**config.mk**
```make
export PLATFORM = sky130hd
export DESIGN_NAME = riscv_immediate_load_sequencer_top
export DESIGN_NICKNAME = d
export VERILOG_FILES = /design/src/hdl/lis_pkg.sv /design/src/hdl/lis_word_gen.sv /design/src/hdl/riscv_immediate_load_sequencer_top.sv
export SDC_FILE = /design/constraint.sdc
export NUM_CORES = 1
export LEC_CHECK = 0
export ABC_AREA = 1
export BUFFER_PORTS_ARGS = -buffer_cell sky130_fd_sc_hd__buf_4
export CORE_MARGIN = 2
export CORE_UTILIZATION = 51
export CTS_BUF_LIST = sky130_fd_sc_hd__clkbuf_8 sky130_fd_sc_hd__clkbuf_16
export CTS_CLUSTER_SIZE = 8
export DETAILED_ROUTE_END_ITERATION = 6
export MAX_ROUTING_LAYER = met4
export PLACE_DENSITY = 0.82
export SETUP_SLACK_MARGIN = 0.15
export SYNTH_ARGS = -nofsm -noshare
export SYNTH_HDL_FRONTEND = slang
export SYNTH_SLANG_ARGS = --single-unit
```
**constraint.sdc**
```tcl
create_clock -name clk -period 2.85 [get_ports clk]
set_input_delay 0.57 -clock clk [delete_from_list [all_inputs] [get_ports clk]]
set_output_delay 0.57 -clock clk [all_outputs]
set_load 0.03 [all_outputs]
```
**src/hdl/lis_pkg.sv**
```systemverilog
package lis_pkg;

    localparam int unsigned SlotCount = 9;
    localparam int unsigned SlotWidth = 4;

    localparam logic [6:0] OPC_LUI  = 7'h37;
    localparam logic [6:0] OPC_IMM  = 7'h13;
    localparam logic [6:0] OPC_JALR = 7'h67;
    localparam logic [2:0] F3_ADDI  = 3'h0;
    localparam logic [2:0] F3_SLLI  = 3'h1;
    localparam logic [4:0] REG_ZERO = 5'd0;
    localparam logic [4:0] REG_RA   = 5'd1;
    localparam logic [4:0] REG_SP   = 5'd2;
    localparam logic [4:0] REG_T0   = 5'd5;
    localparam logic [11:0] PREAMBLE_IMM = 12'hfd0;
    localparam logic [11:0] SHAMT_11 = 12'd11;
    localparam logic [11:0] SHAMT_10 = 12'd10;

    typedef enum logic [1:0] {
        FUNC_LI   = 2'd0,
        FUNC_CALL = 2'd1,
        FUNC_PRE  = 2'd2,
        FUNC_NONE = 2'd3
    } func_t;

    typedef enum logic [1:0] {
        CLS_SMALL,
        CLS_MID,
        CLS_BIG
    } cls_t;

    typedef enum logic [SlotWidth-1:0] {
        SLOT_HEAD  = 4'd0,
        SLOT_ADD0  = 4'd1,
        SLOT_SHL0  = 4'd2,
        SLOT_ADD1  = 4'd3,
        SLOT_SHL1  = 4'd4,
        SLOT_ADD2  = 4'd5,
        SLOT_SHL2  = 4'd6,
        SLOT_ADD3  = 4'd7,
        SLOT_JUMP  = 4'd8
    } slot_t;

    function automatic logic [31:0] enc_u(logic [19:0] imm20, logic [4:0] rd,
                                          logic [6:0] op);
        return {imm20, rd, op};
    endfunction

    function automatic logic [31:0] enc_i(logic [11:0] imm12, logic [4:0] rs1,
                                          logic [2:0] f3, logic [4:0] rd,
                                          logic [6:0] op);
        return {imm12, rs1, f3, rd, op};
    endfunction

endpackage

```
**src/hdl/lis_word_gen.sv**
```systemverilog
module lis_word_gen
(
    input  lis_pkg::func_t      func,
    input  lis_pkg::cls_t       cls,
    input  logic [63:0]         value,
    input  logic [4:0]          rd,
    input  lis_pkg::slot_t      slot,
    output logic [31:0]         word
);
    import lis_pkg::*;

    logic [19:0] hi_mid;
    logic [19:0] hi_big;
    logic [11:0] add0_imm;

    // carry into LUI for the sign-extended ADDI that follows
    assign hi_mid   = value[31:12] + {19'd0, value[11]};
    assign hi_big   = value[63:44] + {19'd0, value[43]};
    assign add0_imm = (cls == CLS_MID) ? value[11:0] : value[43:32];

    always_comb
    begin
        word = '0;
        unique case (slot)
            SLOT_HEAD:
            begin
                if (func == FUNC_PRE)
                begin
                    word = enc_i(PREAMBLE_IMM, REG_SP, F3_ADDI, REG_SP, OPC_IMM);
                end
                else
                begin
                    unique case (cls)
                        CLS_SMALL: word = enc_i(value[11:0], REG_ZERO, F3_ADDI, rd, OPC_IMM);
                        CLS_MID:   word = enc_u(hi_mid, rd, OPC_LUI);
                        CLS_BIG:   word = enc_u(hi_big, rd, OPC_LUI);
                        default:   word = '0;
                    endcase
                end
            end
            SLOT_ADD0: word = enc_i(add0_imm, rd, F3_ADDI, rd, OPC_IMM);
            SLOT_SHL0: word = enc_i(SHAMT_11, rd, F3_SLLI, rd, OPC_IMM);
            SLOT_ADD1: word = enc_i({1'b0, value[31:21]}, rd, F3_ADDI, rd, OPC_IMM);
            SLOT_SHL1: word = enc_i(SHAMT_11, rd, F3_SLLI, rd, OPC_IMM);
            SLOT_ADD2: word = enc_i({1'b0, value[20:10]}, rd, F3_ADDI, rd, OPC_IMM);
            SLOT_SHL2: word = enc_i(SHAMT_10, rd, F3_SLLI, rd, OPC_IMM);
            SLOT_ADD3: word = enc_i({2'b00, value[9:0]}, rd, F3_ADDI, rd, OPC_IMM);
            SLOT_JUMP: word = enc_i(12'd0, REG_T0, F3_ADDI, REG_RA, OPC_JALR);
            default:   word = '0;
        endcase
    end

endmodule

```
**src/hdl/riscv_immediate_load_sequencer_top.sv**
```systemverilog
// RV64 load-immediate sequencer.
// Input channel: in_valid/in_stall with func, value, dest_reg. One word is an
// operation: load immediate into dest_reg, call via t0, or stack preamble.
// Output channel: out_valid/out_stall with insn_word and last; each item gives
// 1 to 9 instruction words, last marks the final one. func 3 gives none.
// The first word of an item goes from the item register to the output register
// and is presented from there once the item has been accepted.
// Throughput: one output word per cycle while out_stall is low. The next item is
// taken in the same cycle as the final word of the current one moves to the
// output register, so items flow back to back without gaps.
// When out_stall is high with out_valid set, the output register holds its word,
// the sequencer waits, and in_stall rises once the item register is occupied.
// Reset (rst_n low, asynchronous) empties the item and output registers.
module riscv_immediate_load_sequencer_top
(
    input  logic        clk,
    input  logic        rst_n,
    input  logic        in_valid,
    output logic        in_stall,
    input  logic [1:0]  func,
    input  logic [63:0] value,
    input  logic [4:0]  dest_reg,
    output logic        out_valid,
    input  logic        out_stall,
    output logic [31:0] insn_word,
    output logic        last
);
    import lis_pkg::*;

    logic [SlotCount-1:0] pend_reg;
    logic [SlotCount-1:0] pend_next;
    func_t                func_reg;
    cls_t                 cls_reg;
    logic [63:0]          value_reg;
    logic [4:0]           rd_reg;

    logic                 out_valid_reg;
    logic [31:0]          word_reg;
    logic                 last_reg;

    logic                 out_load;
    logic                 advance;
    logic                 final_word;
    logic                 accept;
    logic [SlotCount-1:0] sel;
    slot_t                slot;
    logic [31:0]          word;

    func_t                in_func;
    cls_t                 in_cls;
    logic [SlotCount-1:0] in_mask;

    // input decode
    always_comb
    begin
        in_func = func_t'(func);
        if ((&value[63:11]) || !(|value[63:11]))
        begin
            in_cls = CLS_SMALL;
        end
        else if ((&value[63:31]) || !(|value[63:31]))
        begin
            in_cls = CLS_MID;
        end
        else
        begin
            in_cls = CLS_BIG;
        end

        in_mask = '0;
        unique case (in_func)
            FUNC_LI, FUNC_CALL:
            begin
                unique case (in_cls)
                    CLS_SMALL: in_mask[SLOT_HEAD] = 1'b1;
                    CLS_MID:
                    begin
                        in_mask[SLOT_HEAD] = 1'b1;
                        in_mask[SLOT_ADD0] = 1'b1;
                    end
                    CLS_BIG:
                    begin
                        in_mask[SLOT_HEAD] = 1'b1;
                        in_mask[SLOT_ADD0] = |value[43:32];
                        in_mask[SLOT_SHL0] = 1'b1;
                        in_mask[SLOT_ADD1] = |value[31:21];
                        in_mask[SLOT_SHL1] = 1'b1;
                        in_mask[SLOT_ADD2] = |value[20:10];
                        in_mask[SLOT_SHL2] = 1'b1;
                        in_mask[SLOT_ADD3] = |value[9:0];
                    end
                    default: in_mask = '0;
                endcase
                in_mask[SLOT_JUMP] = (in_func == FUNC_CALL);
            end
            FUNC_PRE:  in_mask[SLOT_HEAD] = 1'b1;
            FUNC_NONE: in_mask = '0;
            default:   in_mask = '0;
        endcase
    end

    // lowest pending slot
    assign sel = pend_reg & (~pend_reg + {{(SlotCount-1){1'b0}}, 1'b1});

    always_comb
    begin
        slot = SLOT_HEAD;
        for (int i = 0; i < SlotCount; i++)
        begin
            if (sel[i])
            begin
                slot = slot_t'(i[SlotWidth-1:0]);
            end
        end
    end

    lis_word_gen u_word_gen
    (
        .func  (func_reg),
        .cls   (cls_reg),
        .value (value_reg),
        .rd    ((func_reg == FUNC_CALL) ? REG_T0 : rd_reg),
        .slot  (slot),
        .word  (word)
    );

    assign out_load   = !out_valid_reg || !out_stall;
    assign advance    = (|pend_reg) && out_load;
    assign final_word = !(|(pend_reg & ~sel));
    assign in_stall   = (|pend_reg) && !(advance && final_word);
    assign accept     = in_valid && !in_stall;

    always_comb
    begin
        pend_next = pend_reg;
        if (advance)
        begin
            pend_next = pend_reg & ~sel;
        end
        if (accept)
        begin
            pend_next = in_mask;
        end
    end

    always_ff @(posedge clk or negedge rst_n)
    begin
        if (!rst_n)
        begin
            pend_reg      <= '0;
            out_valid_reg <= 1'b0;
        end
        else
        begin
            pend_reg <= pend_next;
            if (out_load)
            begin
                out_valid_reg <= advance;
            end
        end
    end

    always_ff @(posedge clk)
    begin
        if (accept)
        begin
            func_reg  <= in_func;
            cls_reg   <= in_cls;
            value_reg <= value;
            rd_reg    <= dest_reg;
        end
        if (advance)
        begin
            word_reg <= word;
            last_reg <= final_word;
        end
    end

    assign out_valid = out_valid_reg;
    assign insn_word = word_reg;
    assign last      = last_reg;

endmodule
```
# == Word-level counts from Yosys, hierarchy flattened ==
# Index checks and enable logic that the tools add are counted.
# totals
out_inout_bits,35
word_cells,86
ff_bits,116
inputBits,75
# classes
n_eq_ne,17
reduce_logical,32
n_bitwise,4
add_sub_neg,3
muxes,22
# op_table
operator,count
$pmux 32 s8,1
$pmux 32 s3,1
$reduce_and 53->1,1
$reduce_or 53->1,1
$add 20x1->20,2
$reduce_and 33->1,1
$reduce_or 33->1,1
$mux 32,1
$mux 4,7
$reduce_or 11->1,2
$and 9x9->9,2
$mux 9,2
$not 9->9,2
$reduce_or 9->1,2
$eq 4x3->1 const B,4
$mux 12,1
$reduce_or 12->1,1
$eq 2x2->1 const B,5
$reduce_or 10->1,1
$add 9x1->9 const B,1
$eq 2x1->1 const B,4
$eq 4x2->1 const B,2
$mux 8,1
$logic_not 1->1,7
15 further kinds,25

# == Logic depth before layout (Yosys ltp) ==
# logic_depth
depth_word,14
mapped_depth,13
ltp_nobuf,13

# == By module ==
# From an unflattened synthesis, not the netlist that was laid out.
# unflattened
cells_unflattened,816
hier_area_um2,6770.2
# modules_own_cells
mod,seq_area_each_um2,area_each_um2,instances,cells_each
riscv_immediate_load_sequencer_top,3433.3,4586.9,1,375
lis_word_gen,0.0,2183.3,1,441

# == Worst setup path before layout ==
# No wires, ideal clock.
# synth_path
kind,reg-to-reg
start,register pend_reg[3]
end,"register cls_reg[0], enable pin"
required_time_ns,2.422
stages_incl_launch_ff,10
setup_ns,0.428
n_path_buf,0
arrival_ns,2.759
period_less_slack_ns,3.187
slack_ns,-0.337
cell_sequence,dfrtp_1 -> nor2_2 -> nand2_2 -> nor2_2 -> nor2_1 -> nor2_1 -> nand3_1 -> nand2_2 -> nand2_2 -> inv_1
# synth_via
elab_chain_cells,12
elab_cells_between_ends,14
classes_between,1 x add/sub; 4 x bitwise; 9 x reduce/logical
# synth_rtl
item,line,text
"start, declared",riscv_immediate_load_sequencer_top.sv:30,logic [SlotCount-1:0] pend_reg;
"start signal, assigned",riscv_immediate_load_sequencer_top.sv:155,pend_reg <= pend_next;
$not 9->9,riscv_immediate_load_sequencer_top.sv:103,"assign sel = pend_reg & (~pend_reg + {{(SlotCount-1){1'b0}}, 1'b1});"
$add 9x1->9,riscv_immediate_load_sequencer_top.sv:103,
$and 9x9->9,riscv_immediate_load_sequencer_top.sv:103,
$not 9->9,riscv_immediate_load_sequencer_top.sv:129,assign final_word = !(|(pend_reg & ~sel));
$and 9x9->9,riscv_immediate_load_sequencer_top.sv:129,
$reduce_or 9->1,riscv_immediate_load_sequencer_top.sv:129,
$logic_not 1->1,riscv_immediate_load_sequencer_top.sv:129,
$logic_and 1x1->1,riscv_immediate_load_sequencer_top.sv:130,assign in_stall = (|pend_reg) && !(advance && final_word);
$logic_not 1->1,riscv_immediate_load_sequencer_top.sv:130,
$logic_and 1x1->1 *,riscv_immediate_load_sequencer_top.sv:130,
$logic_not 1->1 *,riscv_immediate_load_sequencer_top.sv:131,assign accept = in_valid && !in_stall;
$logic_and 1x1->1 *,riscv_immediate_load_sequencer_top.sv:131,
via accept,riscv_immediate_load_sequencer_top.sv:44,logic accept;
"end signal, assigned",riscv_immediate_load_sequencer_top.sv:168,cls_reg <= in_cls;
"end, declared",riscv_immediate_load_sequencer_top.sv:33,cls_t cls_reg;
# The timed path passes the listed nets; every way through them passes the cells marked *.
# A chain may end at the register's enable or synchronous reset.

# == Final worst setup path ==
# layout_path
start,register pend_reg[1]
end,output in_stall
# layout_via
elab_chain_cells,10
elab_cells_between_ends,12
classes_between,1 x add/sub; 4 x bitwise; 7 x reduce/logical
# layout_rtl
item,line,text
$not 9->9,riscv_immediate_load_sequencer_top.sv:103,
$add 9x1->9,riscv_immediate_load_sequencer_top.sv:103,
$and 9x9->9,riscv_immediate_load_sequencer_top.sv:103,
$not 9->9,riscv_immediate_load_sequencer_top.sv:129,
$and 9x9->9,riscv_immediate_load_sequencer_top.sv:129,
$reduce_or 9->1,riscv_immediate_load_sequencer_top.sv:129,
$logic_not 1->1,riscv_immediate_load_sequencer_top.sv:129,
$logic_and 1x1->1,riscv_immediate_load_sequencer_top.sv:130,
$logic_not 1->1,riscv_immediate_load_sequencer_top.sv:130,
$logic_and 1x1->1 *,riscv_immediate_load_sequencer_top.sv:130,
"end, declared",riscv_immediate_load_sequencer_top.sv:19,"output logic in_stall,"
# Every way passes the cells marked *; elsewhere a longest branch is shown, timed or not.

==> reports/metrics.csv <==
stage,metric,value,unit
global_route,globalRouteTotalUtil,29.0,%
power,power_density,1040,nW/um2
global_route,grt_pass1_wl,28500,um
synthesis,synth_cells,798,
floorplan,dieArea,13600,um2
hold_path,hp-class,in2reg,
floorplan,initial_core_util,51.8,%
setup_path,required,2280,ps
final_layout,syn_to_final_growth,25.1,%
clocking,worstSkewPairLatency,420,ps
synthesis,ys_ff_latch,113,
place,portBuffers,108,
sta,hold_ws,330,ps
clocking,clk_pin_slew_worst_paths,50,ps
clocking,ctsLongestPathBuffers,2,
global_route,overflow,0,
sta,timing.fmax,0.387,GHz
final_layout,fin_nets,1005,
clocking,cts_made_buffers,17,
clocking,htreeDepth,4,
sta,layout_min_cycle_time,2590,ps
power,ir_worst_vdd,0.000429,V
run,drv_cap,0,
setup_path,worstPathArrival,2020,ps
floorplan,core,12500,um2
floorplan,rows,41,
sta,finalSetupTns,0,ps
clocking,root_buffer,clkbuf_16,
sta,rsz0062_at_grt,false,
synthesis,yosys.cell_types.count,46,
synthesis,syn_nets,881,
clocking,cts_tree,built,
global_route,grt_pass1_vias,5577,
route,drtAntennaViolNets,0,
route,firstDrtPassIters,7,
sta,relSlewSlack,23.7,%
sta,setup_viol,0,
floorplan,ioPinCount,110,
synthesis,synth_top_area_share,47.7,%
floorplan,die_h,117,um
power,p_leak,0.00357,uW
final_layout,diodes,0,
synthesis,postSynth.asyncResetShare,8.85,%
synthesis,syn_area,6480,um2
power,finalPower,8470,uW
sta,skew,9.34,ps
synthesis,synth_ff_type,edfxtp_1,
global_route,grt_start_max_net_pins,43,
place,dp_hpwl,14100,um
sta,finalCritPeriodShare,90.8,%
setup_path,endpoint_kind,output port,
sta,drv_slew,0,
clocking,cts_sinks,113,
setup_path,reg2reg_slack,490,ps
sta,worst_slew_pin_slew,1140,ps
synthesis,synth.largest_area_cell,edfxtp_1,
route,viasPerCell,5.49,
synthesis,synth-edff-count,103,
floorplan,dieWidth,117,um
synthesis,synth-seq-area-share,51.6,%
run_status,status,finished clean,
route,drt_iter0_drc,711,
sta,hold_viol_final,0,
setup_path,startpoint_type,register,
synthesis,synth.avg_cell_area,8.12,um2
global_route,antenna_found_initial,0,
synthesis,ys_top_cells_by_area,"edfxtp_1, nand2_1, nor2_1",
route,wire_per_inst,16.4,um
synthesis,yosys_warnings,0,
setup_path,cp_max_fo,8,
final_layout,largest_reg_flops,64,
place,gp_congestion,1.07,
route,vias,6072,
final_layout,layout-drive-gt1-share,19.1,%
route,drt_wl_total,18100,um
setup_path,path_class,reg2out,
route,drc,0,
[cell usage after synthesis, drive strengths merged (4+ instances only)]
library cell  instances
nand2               221
nor2                142
inv                 104
edfxtp              103
nand3                64
o21ai                31
a21oi                25
nand4                17
nor3                 15
dfrtp                10
ha                    8
buf                   7
a2111oi               6
a211oi                6
clkbuf                6
o211ai                5
or2                   4
[placed cells by master, fill, tap and decap left out, drive strengths merged, types with 2 or more instances in the layout]
cell type and n:
a21oi 25, o22ai 3, nand3b 2, a2111oi 6, clkbuf 17, nand3 64, nor4 3, o21ai 31
or2 4, buf 117, a211oi 6, edfxtp 103, a221oi 2, nand2 221, nand4 17, dfrtp 10
nor2 142, clkinv 9, ha 8, o21bai 3, clkinvlp 3, nor3 15, inv 106, a22oi 3
o211ai 5
[per-layer routing]
metal | routed length [um] | share of wire [%] | vias up | GRT usage (%)
met5 | 0 | 0 | - | -
met2 | 8260 | 46 | 372 | 43.1
met1 | 7350 | 41 | 2729 | 39.6
met3 | 1990 | 11 | 49 | 5.97
li1 | - | - | 2922 | -
met4 | 533 | 2.9 | 0 | 10.7
[power breakdown]
group / internal [uW] / switching, uW / leakage (uW) / total (uW)
clock: 1170 / 720 / 0.000268 / 1890
sequential: 2720 / 442 / 0.00110 / 3160
combinational: 1090 / 2330 / 0.00220 / 3420
total: 4980 / 3490 / 0.00357 / 8470
[area by class of cell]
cell class              instances  area [um2]
fillers                      1085        4410
clock inverters                15         105
clock buffers                  17         425
flip-flops and latches        113        3340
repair buffers                118         926
multi-input cells             568        2690
well taps                     172         215
inverters                     104         402
[critical path, stage by stage (launching register included)]
cell	delay (ps)
dfrtp_2	450
nor2_4	210
nand2_1	120
a21oi_1	160
nand3_1	120
nor2_1	100
nand3_1	110
nand2_4	120
inv_1	50
buf_4	160
[worst paths after layout]
kind | from | to | cells past startpoint
setup / recovery | pend_reg[1] | in_stall | 9
hold / removal | dest_reg[0] | rd_reg[0] | 1
setup reg to reg | value_reg[43] | insn_word[30] | 11
hold reg to reg | pend_reg[8] | pend_reg[8] | 2
max in group asynchronous | rst_n | pend_reg[1] | 2
min in group asynchronous | rst_n | out_valid | 2
[logic make-up (layout without fill, tap and decap cells)]
logic type / after synthesis / in the layout / synth area share [%]
and+or+nand+nor: 468 / 468 / 30.9
buffers and inverters: 117 / 254 / 7.10
DFF: 113 / 113 / 51.6
AOI/OAI and AO/OA: 90 / 90 / 8.65
adders and majority gates: 8 / 8 / 1.54
other: 1 / 1 / 0.0579
xor gates and xnor gates: 1 / 1 / 0.135
[repair_timing]
action / 4_1_cts / 5_1_grt
endpoints found under the setup margin: 0 / 1
setup buffers: 0 / 1
gates resized for setup: 0 / 4
hold endpoints to repair: 10 / 0
hold buffers: 1 / 0
[per-stage QoR]
stage	area [um2]	setup slack, ps	instances	util [%]
4_1_cts	8090	212	1106	64.6
3_3_place_gp	7550	560	1073	60.3
3_5_place_dp	7550	495	1073	60.3
2_1_floorplan	6480	284	798	-
6_report	8110	263	1107	64.8
5_1_grt	8110	130	1107	64.8
No activity file was read; power rests on OpenSTA's default activity.
